[src/sv/irm_pkg.sv]
// ----------------------------------------------------------------------------
// irm_pkg - shared types and constants for the ICMP reply matcher
// Transaction structs, ICMP codes, register indexes and the small residue
// table used to fold sequence numbers onto probe slots.
// ----------------------------------------------------------------------------
`default_nettype none

package irm_pkg;

  localparam int PROBES_PER_ROUND = 3;
  localparam int SLOT_W = (PROBES_PER_ROUND > 1) ? $clog2(PROBES_PER_ROUND) : 1;

  localparam logic [7:0] TYPE_ECHO_REPLY    = 8'd0;
  localparam logic [7:0] TYPE_TIME_EXCEEDED = 8'd11;
  localparam int         ICMP_HEAD_BYTES    = 8;
  localparam int         WORD_BYTES         = 4;

  localparam logic [1:0] KIND_ECHO_REPLY    = 2'd0;
  localparam logic [1:0] KIND_TIME_EXCEEDED = 2'd1;
  localparam logic [1:0] KIND_OTHER         = 2'd2;

  localparam logic [1:0] CFG_BASE_SEQUENCE = 2'd0;
  localparam logic [1:0] CFG_OWN_ID        = 2'd1;
  localparam logic [1:0] CFG_DEST_ADDRESS  = 2'd2;

  // weight of each nibble of a 16-bit value modulo the probe count
  localparam int NIB_W0 = 1 % PROBES_PER_ROUND;
  localparam int NIB_W1 = 16 % PROBES_PER_ROUND;
  localparam int NIB_W2 = 256 % PROBES_PER_ROUND;
  localparam int NIB_W3 = 4096 % PROBES_PER_ROUND;

  typedef struct packed {
    logic        mode;
    logic [7:0]  data_byte;
    logic        last;
    logic [2:0]  probe_offset;
    logic [31:0] time_now;
  } in_item_t;

  typedef struct packed {
    logic        matched;
    logic [1:0]  reply_kind;
    logic [2:0]  slot;
    logic [31:0] round_trip_us;
    logic [31:0] source_address;
    logic        reached_destination;
  } out_item_t;

  // packet verdict, meaningful on the last byte
  typedef struct packed {
    logic              matched;
    logic [1:0]        kind;
    logic [SLOT_W-1:0] slot;
    logic [31:0]       source;
    logic              reached;
  } parse_res_t;

  // residue of a small value modulo the probe count (constant table)
  function automatic logic [2:0] mod_small(input logic [6:0] x);
    logic [2:0] r;
    r = 3'd0;
    for (int i = 0; i < 128; i++) begin
      if (x == 7'(i)) r = 3'(i % PROBES_PER_ROUND);
    end
    return r;
  endfunction

  // 16-bit value modulo the probe count by nibble weights
  function automatic logic [2:0] mod_word(input logic [15:0] x);
    logic [6:0] sum;
    sum = 7'(mod_small(7'(x[3:0] * 7'(NIB_W0))))
        + 7'(mod_small(7'(x[7:4] * 7'(NIB_W1))))
        + 7'(mod_small(7'(x[11:8] * 7'(NIB_W2))))
        + 7'(mod_small(7'(x[15:12] * 7'(NIB_W3))));
    return mod_small(sum);
  endfunction

endpackage

`default_nettype wire

[src/sv/irm_ram.sv]
// ----------------------------------------------------------------------------
// irm_ram - generic single-port-write, registered-read RAM
// One write and one read per cycle; read returns the old entry on a
// same-address collision.
// ----------------------------------------------------------------------------
`default_nettype none

module irm_ram #(
  parameter int  WIDTH = 32,
  parameter int  DEPTH = 4,
  localparam int AW    = (DEPTH > 1) ? $clog2(DEPTH) : 1
) (
  input  logic             clk,
  input  logic             we,
  input  logic [AW-1:0]    waddr,
  input  logic [WIDTH-1:0] wdata,
  input  logic             re,
  input  logic [AW-1:0]    raddr,
  output logic [WIDTH-1:0] rdata
);

  logic [WIDTH-1:0] mem [DEPTH];

  always_ff @(posedge clk) begin
    if (we) begin
      mem[waddr] <= wdata;
    end
    if (re) begin
      rdata <= mem[raddr];
    end
  end

endmodule

`default_nettype wire

[src/sv/irm_parser.sv]
// ----------------------------------------------------------------------------
// irm_parser - byte-serial IPv4/ICMP header parser
// Tracks byte position, header lengths, type, id and sequence; gives the
// match verdict for the byte in flight.
// ----------------------------------------------------------------------------
`default_nettype none

module irm_parser (
  input  logic                clk,
  input  logic                rst,
  input  logic                take,
  input  logic [7:0]          data_byte,
  input  logic                last,
  input  logic [15:0]         base_sequence,
  input  logic [2:0]          base_mod,
  input  logic [15:0]         own_id,
  input  logic [31:0]         dest_address,
  output irm_pkg::parse_res_t res
);

  import irm_pkg::*;

  logic [15:0] byte_position;
  logic [3:0]  outer_header_words;
  logic [3:0]  inner_header_words;
  logic [7:0]  message_type;
  logic [15:0] reply_id;
  logic [15:0] reply_sequence;
  logic [31:0] source_capture;

  logic [3:0]  ohw_e, ihw_e;
  logic [7:0]  mt_e;
  logic [15:0] id_e, seq_e;
  logic [31:0] src_e;
  logic [7:0]  o8, o_head, inner8, start8;
  logic        is_echo, is_tx, take_ids, complete;
  logic [16:0] seq_diff;
  logic        in_range;

  always_comb begin
    ohw_e  = (byte_position == 16'd0) ? data_byte[3:0] : outer_header_words;
    o8     = {2'b00, ohw_e, 2'b00};
    o_head = o8 + 8'(ICMP_HEAD_BYTES);

    src_e = source_capture;
    if (byte_position >= 16'd12 && byte_position <= 16'd15) begin
      case (byte_position[1:0])
        2'd0:    src_e[31:24] = data_byte;
        2'd1:    src_e[23:16] = data_byte;
        2'd2:    src_e[15:8]  = data_byte;
        default: src_e[7:0]   = data_byte;
      endcase
    end

    mt_e    = (byte_position == {8'd0, o8}) ? data_byte : message_type;
    is_echo = (mt_e == TYPE_ECHO_REPLY);
    is_tx   = (mt_e == TYPE_TIME_EXCEEDED);

    ihw_e  = (is_tx && byte_position == {8'd0, o_head}) ? data_byte[3:0]
                                                        : inner_header_words;
    inner8 = o_head + {2'b00, ihw_e, 2'b00};

    start8   = is_echo ? o8 : inner8;
    take_ids = is_echo || (is_tx && byte_position > {8'd0, o_head});
    id_e     = reply_id;
    seq_e    = reply_sequence;
    if (take_ids) begin
      if (byte_position == {8'd0, start8 + 8'd4}) id_e[7:0]   = data_byte;
      if (byte_position == {8'd0, start8 + 8'd5}) id_e[15:8]  = data_byte;
      if (byte_position == {8'd0, start8 + 8'd6}) seq_e[7:0]  = data_byte;
      if (byte_position == {8'd0, start8 + 8'd7}) seq_e[15:8] = data_byte;
    end

    complete = 1'b0;
    res.kind = KIND_OTHER;
    if (byte_position >= {8'd0, o8} && byte_position >= 16'd15) begin
      if (is_echo && byte_position >= {8'd0, o8 + 8'd7}) begin
        complete = 1'b1;
        res.kind = KIND_ECHO_REPLY;
      end else if (is_tx && byte_position >= {8'd0, o_head} &&
                   byte_position >= {8'd0, inner8 + 8'd7}) begin
        complete = 1'b1;
        res.kind = KIND_TIME_EXCEEDED;
      end
    end

    // borrow-free difference below the probe count means in range
    seq_diff    = {1'b0, seq_e} - {1'b0, base_sequence};
    in_range    = !seq_diff[16] && (seq_diff < 17'(PROBES_PER_ROUND));
    res.matched = complete && (id_e == own_id) && in_range;
    res.slot    = SLOT_W'(mod_small(7'(base_mod) + 7'(seq_diff[2:0])));
    res.source  = src_e;
    res.reached = res.matched && (src_e == dest_address);
  end

  always_ff @(posedge clk) begin
    if (rst || (take && last)) begin
      byte_position      <= '0;
      outer_header_words <= '0;
      inner_header_words <= '0;
      message_type       <= '0;
      reply_id           <= '0;
      reply_sequence     <= '0;
      source_capture     <= '0;
    end else if (take) begin
      if (byte_position != 16'hFFFF) begin
        byte_position <= byte_position + 16'd1;
      end
      outer_header_words <= ohw_e;
      inner_header_words <= ihw_e;
      message_type       <= mt_e;
      reply_id           <= id_e;
      reply_sequence     <= seq_e;
      source_capture     <= src_e;
    end
  end

endmodule

`default_nettype wire

[src/sv/icmp_reply_matcher.sv]
// ----------------------------------------------------------------------------
// icmp_reply_matcher - match ICMP echo / time-exceeded replies to probes
// Stores probe send times in a small stamp RAM, parses received packets a
// byte at a time and reports round-trip time for replies of this round.
// ----------------------------------------------------------------------------
//
//  channel   dir   handshake           transaction
//  --------  ----  ------------------  --------------------------------------
//  in        in    in_valid/in_ready   send stamp or one packet byte
//  out       out   out_valid/out_ready one verdict per last packet byte
//  cfg       in    cfg_write           register write, no wait, no read-back
//
//  One input transaction per cycle, except while stalled as below; a verdict
//  passes from the stage-two registers into the output register (stamp RAM
//  read at the accepting edge, subtract in the second stage).
//  The stamp RAM has one write port, shared by send stamps and round-trip
//  write-back, both issued from the second stage in arrival order.
//  Reset clears the stamps through per-slot valid bits: no clearing pass.
//  Input stalls only while a verdict waits in stage two behind a full,
//  unaccepted output register.
// ----------------------------------------------------------------------------
`default_nettype none

module icmp_reply_matcher (
  input  logic               clk,
  input  logic               rst,
  input  logic               in_valid,
  output logic               in_ready,
  input  irm_pkg::in_item_t  in_item,
  output logic               out_valid,
  input  logic               out_ready,
  output irm_pkg::out_item_t out_item,
  input  logic               cfg_write,
  input  logic [1:0]         cfg_index,
  input  logic [31:0]        cfg_data
);

  import irm_pkg::*;

  // configuration
  logic [15:0] base_sequence;
  logic [15:0] own_id;
  logic [31:0] dest_address;
  logic [2:0]  base_mod;

  always_ff @(posedge clk) begin
    if (rst) begin
      base_sequence <= '0;
      own_id        <= '0;
      dest_address  <= '0;
      base_mod      <= '0;
    end else if (cfg_write) begin
      case (cfg_index)
        CFG_BASE_SEQUENCE: begin
          base_sequence <= cfg_data[15:0];
          base_mod      <= mod_word(cfg_data[15:0]);
        end
        CFG_OWN_ID:       own_id       <= cfg_data[15:0];
        CFG_DEST_ADDRESS: dest_address <= cfg_data;
        default: ;
      endcase
    end
  end

  // stage 0: accept, parse, issue stamp read
  logic       advance, accept, take_byte;
  parse_res_t res;

  logic              s1_valid, s1_result, s1_matched, s1_reached;
  logic [1:0]        s1_kind;
  logic [SLOT_W-1:0] s1_addr;
  logic [31:0]       s1_time, s1_source;

  // advance unless a verdict in stage two is blocked by the output
  assign advance   = !(s1_valid && s1_result) || !out_valid || out_ready;
  assign in_ready  = advance;
  assign accept    = in_valid && advance;
  assign take_byte = accept && in_item.mode;

  irm_parser u_parser (
    .clk           (clk),
    .rst           (rst),
    .take          (take_byte),
    .data_byte     (in_item.data_byte),
    .last          (in_item.last),
    .base_sequence (base_sequence),
    .base_mod      (base_mod),
    .own_id        (own_id),
    .dest_address  (dest_address),
    .res           (res)
  );

  logic [SLOT_W-1:0] stamp_slot;
  assign stamp_slot = SLOT_W'(mod_small(7'(base_mod) + 7'(in_item.probe_offset)));

  // stage 1 write port: stamp store or round-trip write-back
  logic        s1_we;
  logic [31:0] s1_wdata, rtt, stamp_val, ram_rdata, fwd_data;
  logic        fwd_hit, rd_valid;
  logic [PROBES_PER_ROUND-1:0] stamp_valid;

  assign s1_we    = s1_valid && advance && (!s1_result || s1_matched);
  assign stamp_val = fwd_hit ? fwd_data : (rd_valid ? ram_rdata : 32'd0);
  assign rtt      = s1_time - stamp_val;
  assign s1_wdata = s1_result ? rtt : s1_time;

  irm_ram #(
    .WIDTH (32),
    .DEPTH (PROBES_PER_ROUND)
  ) u_stamps (
    .clk   (clk),
    .we    (s1_we),
    .waddr (s1_addr),
    .wdata (s1_wdata),
    .re    (advance),
    .raddr (res.slot),
    .rdata (ram_rdata)
  );

  // forward a same-cycle write to the slot being read; hold while stalled
  always_ff @(posedge clk) begin
    if (rst) begin
      fwd_hit <= 1'b0;
    end else if (advance) begin
      fwd_hit <= s1_we && (s1_addr == res.slot);
    end
  end

  always_ff @(posedge clk) begin
    if (advance) begin
      fwd_data <= s1_wdata;
      rd_valid <= stamp_valid[res.slot];
    end
  end

  // valid bits stand in for the zero reset of the stamp RAM
  always_ff @(posedge clk) begin
    if (rst) begin
      stamp_valid <= '0;
    end else if (s1_we) begin
      stamp_valid[s1_addr] <= 1'b1;
    end
  end

  always_ff @(posedge clk) begin
    if (rst) begin
      s1_valid <= 1'b0;
    end else if (advance) begin
      s1_valid <= accept && (!in_item.mode || in_item.last);
    end
  end

  always_ff @(posedge clk) begin
    if (advance) begin
      s1_result  <= in_item.mode;
      s1_addr    <= in_item.mode ? res.slot : stamp_slot;
      s1_time    <= in_item.time_now;
      s1_matched <= res.matched;
      s1_kind    <= res.kind;
      s1_source  <= res.source;
      s1_reached <= res.reached;
    end
  end

  // output register: load a verdict, drop it once taken
  always_ff @(posedge clk) begin
    if (rst) begin
      out_valid <= 1'b0;
    end else if (s1_valid && s1_result && advance) begin
      out_valid <= 1'b1;
    end else if (out_ready) begin
      out_valid <= 1'b0;
    end
  end

  always_ff @(posedge clk) begin
    if (s1_valid && s1_result && advance) begin
      out_item.matched             <= s1_matched;
      out_item.reply_kind          <= s1_kind;
      out_item.slot                <= s1_matched ? 3'(s1_addr) : 3'd0;
      out_item.round_trip_us       <= s1_matched ? rtt : 32'd0;
      out_item.source_address      <= s1_source;
      out_item.reached_destination <= s1_reached;
    end
  end

  // a verdict held in stage two behind a blocked output must stall input
  a_stall: assert property (@(posedge clk) disable iff (rst)
    (s1_valid && s1_result && out_valid && !out_ready) |-> !in_ready)
    else $error("input taken while verdict blocked");

  a_reach: assert property (@(posedge clk) disable iff (rst)
    (out_valid && out_item.reached_destination) |-> out_item.matched)
    else $error("destination flag without match");

  a_unmatched: assert property (@(posedge clk) disable iff (rst)
    (out_valid && !out_item.matched) |->
      (out_item.round_trip_us == 32'd0 && out_item.slot == 3'd0))
    else $error("unmatched verdict carries slot or time");

  a_kind: assert property (@(posedge clk) disable iff (rst)
    (out_valid && out_item.matched) |->
      (out_item.reply_kind != KIND_OTHER &&
       out_item.slot < 3'(PROBES_PER_ROUND)))
    else $error("matched verdict with bad kind or slot");

endmodule

`default_nettype wire

[config.mk]
export PLATFORM = sky130hd
export DESIGN_NAME = icmp_reply_matcher
export DESIGN_NICKNAME = d
export VERILOG_FILES = /design/src/sv/irm_pkg.sv /design/src/sv/irm_ram.sv /design/src/sv/irm_parser.sv /design/src/sv/icmp_reply_matcher.sv
export SDC_FILE = /design/constraint.sdc
export NUM_CORES = 1
export LEC_CHECK = 0
export CAP_MARGIN = 10
export CORE_ASPECT_RATIO = 0.9
export CORE_MARGIN = 8
export CORE_UTILIZATION = 50
export CTS_CLUSTER_SIZE = 28
export DETAILED_ROUTE_END_ITERATION = 12
export DONT_BUFFER_PORTS = 1
export HOLD_SLACK_MARGIN = 0.12
export PLACE_DENSITY_LB_ADDON = 0.08
export SETUP_SLACK_MARGIN = 0.5
export SYNTH_ARGS = -nofsm -noshare
export SYNTH_HDL_FRONTEND = slang
export SYNTH_HIERARCHICAL = 1
export SYNTH_SLANG_ARGS = --single-unit
export TNS_END_PERCENT = 100
[constraint.sdc]
create_clock -name clk -period 16.9 [get_ports clk]
set_input_delay 3.38 -clock clk [delete_from_list [all_inputs] [get_ports clk]]
set_output_delay 3.38 -clock clk [all_outputs]
set_load 0.02 [all_outputs]
* Yosys cells after proc, flatten, opt, wreduce, memory -nomap -nowiden
Memory sizes are Yosys's and may differ from the RTL's. A register that Yosys moved wholly into a read port is not among the register bits. Index checks and enable logic that the tools add are counted.
Word-level totals: register bits after elaboration 344, memory bits (writable) 96, input bits 84, word-level logic and storage cells 1047, memories kept 1
Operators by class: add/subtract/negate cells 16, order comparisons 12, eq/ne operators 456, muxes and demuxes 485, bitwise logic cells 2, reduce and logical (&&, ||, !) cells 43
Memories:
- u_stamps.mem | depth 3, width 32, rd ports 1, clocked after memory_dff 1, wr ports 1, line irm_ram.sv:22 | logic [WIDTH-1:0] mem [DEPTH];
Operator list (number):
- 3-bit two-way mux | 180
- 2-bit two-way mux | 269
- 4-bit by 7-bit equality test with 1-bit output, second input constant | 64
- 6-bit by 7-bit equality test with 1-bit output, second input constant | 64
- 7-bit equality test, second input constant | 64
- 7-bit by 6-bit equality test with 1-bit output, second input constant | 32
- 4-bit by 6-bit equality test with 1-bit output, second input constant | 32
- 6-bit equality test, second input constant | 32
- 4-bit equality test, second input constant | 40
- 32-bit two-way mux | 4
- 7-bit by 5-bit equality test with 1-bit output, second input constant | 16
- 6-bit by 5-bit equality test with 1-bit output, second input constant | 16
- 16-bit by 8-bit equality test with 1-bit output | 5
- 4-bit by 3-bit equality test with 1-bit output, second input constant | 20
- 4-bit by 5-bit equality test with 1-bit output, second input constant | 16
- 8-bit two-way mux | 10
- 7-bit by 4-bit equality test with 1-bit output, second input constant | 8
- 6-bit by 4-bit equality test with 1-bit output, second input constant | 8
- 16-bit by 8-bit >= comparator with 1-bit output | 3
- 8-bit by 3-bit adder with 8-bit output, second input constant | 5
- 4-bit by 2-bit equality test with 1-bit output, second input constant | 10
- 32-bit equality test | 1
- 16-bit by 4-bit >= comparator with 1-bit output, second input constant | 2
- 16-bit two-way mux | 2
- 45 further kinds | 111

* Depth between registers and ports, before layout
word-level depth 150, mapped depth 47

* By module
Netlist, hierarchy kept.
Modules (own cells, without submodules):
- icmp_reply_matcher | instances 1, cells each 986, area an instance 11278.3 µm², seq. area each 6666.4 µm²
- irm_parser | instances 1, cells each 991, area an instance 7781.2 µm², seq. area each 1921.8 µm²
- irm_ram | instances 1, cells each 238, area an instance 4583.1 µm², seq. area each 3843.7 µm²

* Least setup slack after synthesis
No wires, ideal clock.
path kind input -> register, from in in_item[37] in the netlist's numbering, to reg u_stamps.rdata[10], read port of u_stamps.mem, data pin, library setup time 0.259 ns, arrival time 11.682 ns, setup slack 4.959 ns, cell stages on the path 40, path buffers 5, cell sequence clkbuf_1 > clkbuf_1 > mux2i_1 > inv_1 > ha_1 > nand3b_1 > nor4_1 > o21ai_0 > nand2_1 > mux2_2 > ha_1 > inv_1 > fa_1 > inv_1 > nor2_1 > a21oi_1 > ha_1 > clkbuf_1 > (+4 left out) > mux2_2 > o211a_1 > nor3_4 > nor2_1 > nand2_4 > mux2i_1 > ha_1 > fa_1 > inv_1 > ha_1 > a21o_1 > a21oi_1 > xor2_1 > o21ai_0 > o21ai_0 > buf_2 > buf_2 > o21ai_1
RTL lines:
- from (decl) | line icmp_reply_matcher.sv:29 | input irm_pkg::in_item_t in_item,
- to (decl) | line irm_ram.sv:19 | output logic [WIDTH-1:0] rdata

==> impl_metrics.env <==
export IMPL_outcome="finished, final reports clean"
export IMPL_fin_crit_sh_pct=71.63
export IMPL_finalWorstPathRequiredPeriod_ns=12.11
export IMPL_setup_viol=0
export IMPL_cap_violations=0
export IMPL_timing_max_transition_violations_final=0
export IMPL_cells_after_synth=2215
export IMPL_clk_pin_slew_worst_paths_ns=0.06
export IMPL_postLayoutCoreUtil_pct=55.17
export IMPL_root_buffer="clkbuf_16"
export IMPL_finish_net_count=2353
export IMPL_number_of_unique_standard_cell_types_used_by_synthesis=102
export IMPL_die_h_um=222.3
export IMPL_number_of_routed_nets_with_antenna_violations=0
export IMPL_num_io_pins=157
export IMPL_synth_top_cell_by_area="edfxtp_1"
export IMPL_first_iter_violations=1242
export IMPL_endpoint_kind="register"
export IMPL_static_leakage_power_uw=0.009959
export IMPL_cp_start_kind="input port"
export IMPL_synth_async_sr_flop_share_pct=0
export IMPL_number_of_antenna_violations_at_the_first_check_in_global_routing=3
export IMPL_routed_via_count=16440
export IMPL_core_rowCount=75
export IMPL_critical_path_required_ns=17.21
export IMPL_routed_wirelength_um=60930
export IMPL_worst_hold_path_type="register to register"
export IMPL_wl_per_cell_um=21.53
export IMPL_post_synth_instance_area_sq_um=23640
export IMPL_vias_in_the_first_global_route=15900
export IMPL_crit_type="input port to register"
export IMPL_cts_htree_levels=2
export IMPL_fin_tns_setup_ns=0
export IMPL_ys_warn_count=6
export IMPL_max_slew_margin_pct=20.14
export IMPL_synth_area_top_cells="edfxtp_1 (38%), dfxtp_1 (14%), mux2i_1 (5.0%), ha_1 (4.6%), nand2_1 (4.1%)"
export IMPL_worst_pin_slew_ns=1.198
export IMPL_timing_fmax_mhz=82.60
export IMPL_logic_depth_of_the_worst_register_to_register_path=41
export IMPL_remaining_drc_errors=0
export IMPL_stdcell_area_sq_um=25730
export IMPL_hold_buffers=0
export IMPL_initial_utilization_pct=50.69
export IMPL_timing_critical_path_fanout_max=68
export IMPL_cts_post_setup_buffers_inserted=0
export IMPL_final_setup_skew_ns=0.01500
export IMPL_finalWeightedCongestion=0.9015
export IMPL_ys_seq_elements=470
export IMPL_gr_usage_total_pct=21.87
export IMPL_unrepaired_setup_endpoints_after_global_routing="no"
export IMPL_synth_area_per_inst_sq_um=10.67
export IMPL_core_area_sq_um=46640
export IMPL_max_root_sink_buffers=3
export IMPL_design_die_area_sq_um=54510
export IMPL_cts_buffers_inserted=49
export IMPL_yosys_top_cells_count="edfxtp_1 (302), nand2_1 (260), dfxtp_1 (168)"
export IMPL_synth_top_area_share_pct=38.36
export IMPL_most_frequent_cell_after_synthesis="edfxtp_1"
export IMPL_placed_area_sq_um=24100
export IMPL_clk_insertion_delay_late_ns=0.60
export IMPL_drt_pass1_iter_count=5
export IMPL_critical_path_slowest_cell="buf_4"
export IMPL_p_total_uw=2906
export IMPL_grt_start_max_net_pins=96
export IMPL_tritoncts="yes"
export IMPL_post_cts_gate_resize_count=0
export IMPL_synth_enable_flop_cells=302
export IMPL_flow_area_growth_from_synthesis_pct=8.827
export IMPL_die_w_um=245.2
export IMPL_hold_path_cell_count=0
export IMPL_clk_sink_count=470
export IMPL_vias_per_cell=5.808
export IMPL_global_route_wire_length_before_repair_um=93870
export IMPL_crit_path_max_incr_delay_ns=0.62
export IMPL_worst_ep_arrival_time_ns=12.42
export IMPL_port_buffers=0
export IMPL_reg2reg_setup_slack_ns=5.41
export IMPL_fraction_of_layout_instances_using_a_drive_strength_above_1_pct=8.540
export IMPL_predominant_post_synthesis_flop_cell="edfxtp_1"
export IMPL_dp_hpwl_um=41860
export IMPL_gr_total_overflow=0
export IMPL_ir_worst_vdd_uv=74.12
export IMPL_finalHoldViolations=0
export IMPL_synth_seq_area_share_pct=52.58
export IMPL_areal_power_density_over_the_cells_nw_per_um2=112.9
## worst paths after layout
check | startpoint | to
setup reg to reg | u_parser/byte_position[0]$_SDFFE_PP0P_ | rd_valid$_DFFE_PN_
hold / removal | s1_kind[1]$_DFFE_PN_ | out_item[69]$_DFFE_PP_
setup / recovery | in_item[37] | rd_valid$_DFFE_PN_
hold reg to reg | s1_kind[1]$_DFFE_PN_ | out_item[69]$_DFFE_PP_
## registers in the layout, indices dropped and copies added, names as in the netlist, 2 cells and up
name and flops:
s1_time 32, s1_kind 2, own_id 16, base_mod 2, u_parser/source_capture 32, u_parser/reply_sequence 16, u_parser/reply_id 16, u_stamps/mem 96
u_parser/message_type 8, fwd_data 32, u_parser/outer_header_words 4, base_sequence 16, s1_addr 2, out_item 70, dest_address 32, u_parser/byte_position 16
u_parser/inner_header_words 4, s1_source 32, u_stamps/rdata 32, stamp_valid 3
## layout make-up
type | instances | area, sq um
Clock buffer | 70 | 1375
Fill cell | 4023 | 20910
Inverter | 132 | 495.5
Multi-Input combinational cell | 1504 | 10280
Timing Repair Buffer | 16 | 120.1
Tap cell | 616 | 770.7
Sequential cell | 470 | 12430
Antenna cell | 1 | 2.502
Clock inverter | 21 | 255.2
## metal layers
layer | track usage, % | up-vias | wire length, um
met5 | 0 | - | 10
met4 | 6.436 | 2 | 1668
met3 | 4.306 | 104 | 3709
met2 | 36.04 | 453 | 28820
met1 | 28.92 | 7972 | 26720
li1 | - | 7907 | -
## cells in the final DEF (no fill, tap or decap), types with 30 or more instances in the layout
master	Yosys	final
clkbuf_16	0	49
a21oi_1	153	152
xor2_1	40	40
a22oi_1	31	31
edfxtp_1	302	302
mux2_2	36	36
a211oi_1	60	60
inv_1	130	130
nand2_1	260	260
nor2_1	160	159
mux2i_1	118	118
o21ai_1	35	35
dfxtp_1	168	168
o21ai_0	54	53
and2_1	30	30
ha_1	87	87
nand3_1	34	33
xnor2_1	72	72
## critical path: cells and delay by family
kind / cells / cell delay, ns
and+or+nand+nor: 8 / 1.71
AOI/OAI and AO/OA: 10 / 2.03
adders and majority gates: 7 / 2.26
muxes: 5 / 1.55
buffers and inverters: 6 / 1.27
xor gates and xnor gates: 1 / 0.22
## power breakdown
part,internal [uW],switching (uW)
sequential,1320,36.9
combinational,174,281
clock,634,459
## per-stage QoR
stage          cells  hold WS (ns)  setup slack, ns
6_report        2830        0.4169            4.794
5_1_grt         2829        0.4205            4.040
3_3_place_gp    2738        0.4031            4.590
2_1_floorplan   2216        0.4003            4.959
3_5_place_dp    2738        0.4056            4.306
4_1_cts         2829        0.4164            4.923
## logic make-up (layout without fill, tap and decap cells)
logic type | after synthesis | after routing | synth area share, %
other | 1 | 3 | 0.01586
xor gates and xnor gates | 112 | 112 | 4.149
AOI/OAI and AO/OA | 481 | 481 | 13.37
DFF | 470 | 470 | 52.58
muxes | 156 | 156 | 6.869
buffers and inverters | 242 | 239 | 4.250
adders and majority gates | 96 | 96 | 5.366
and+or+nand+nor | 657 | 657 | 13.40
Power figures use the tool's default switching activity.
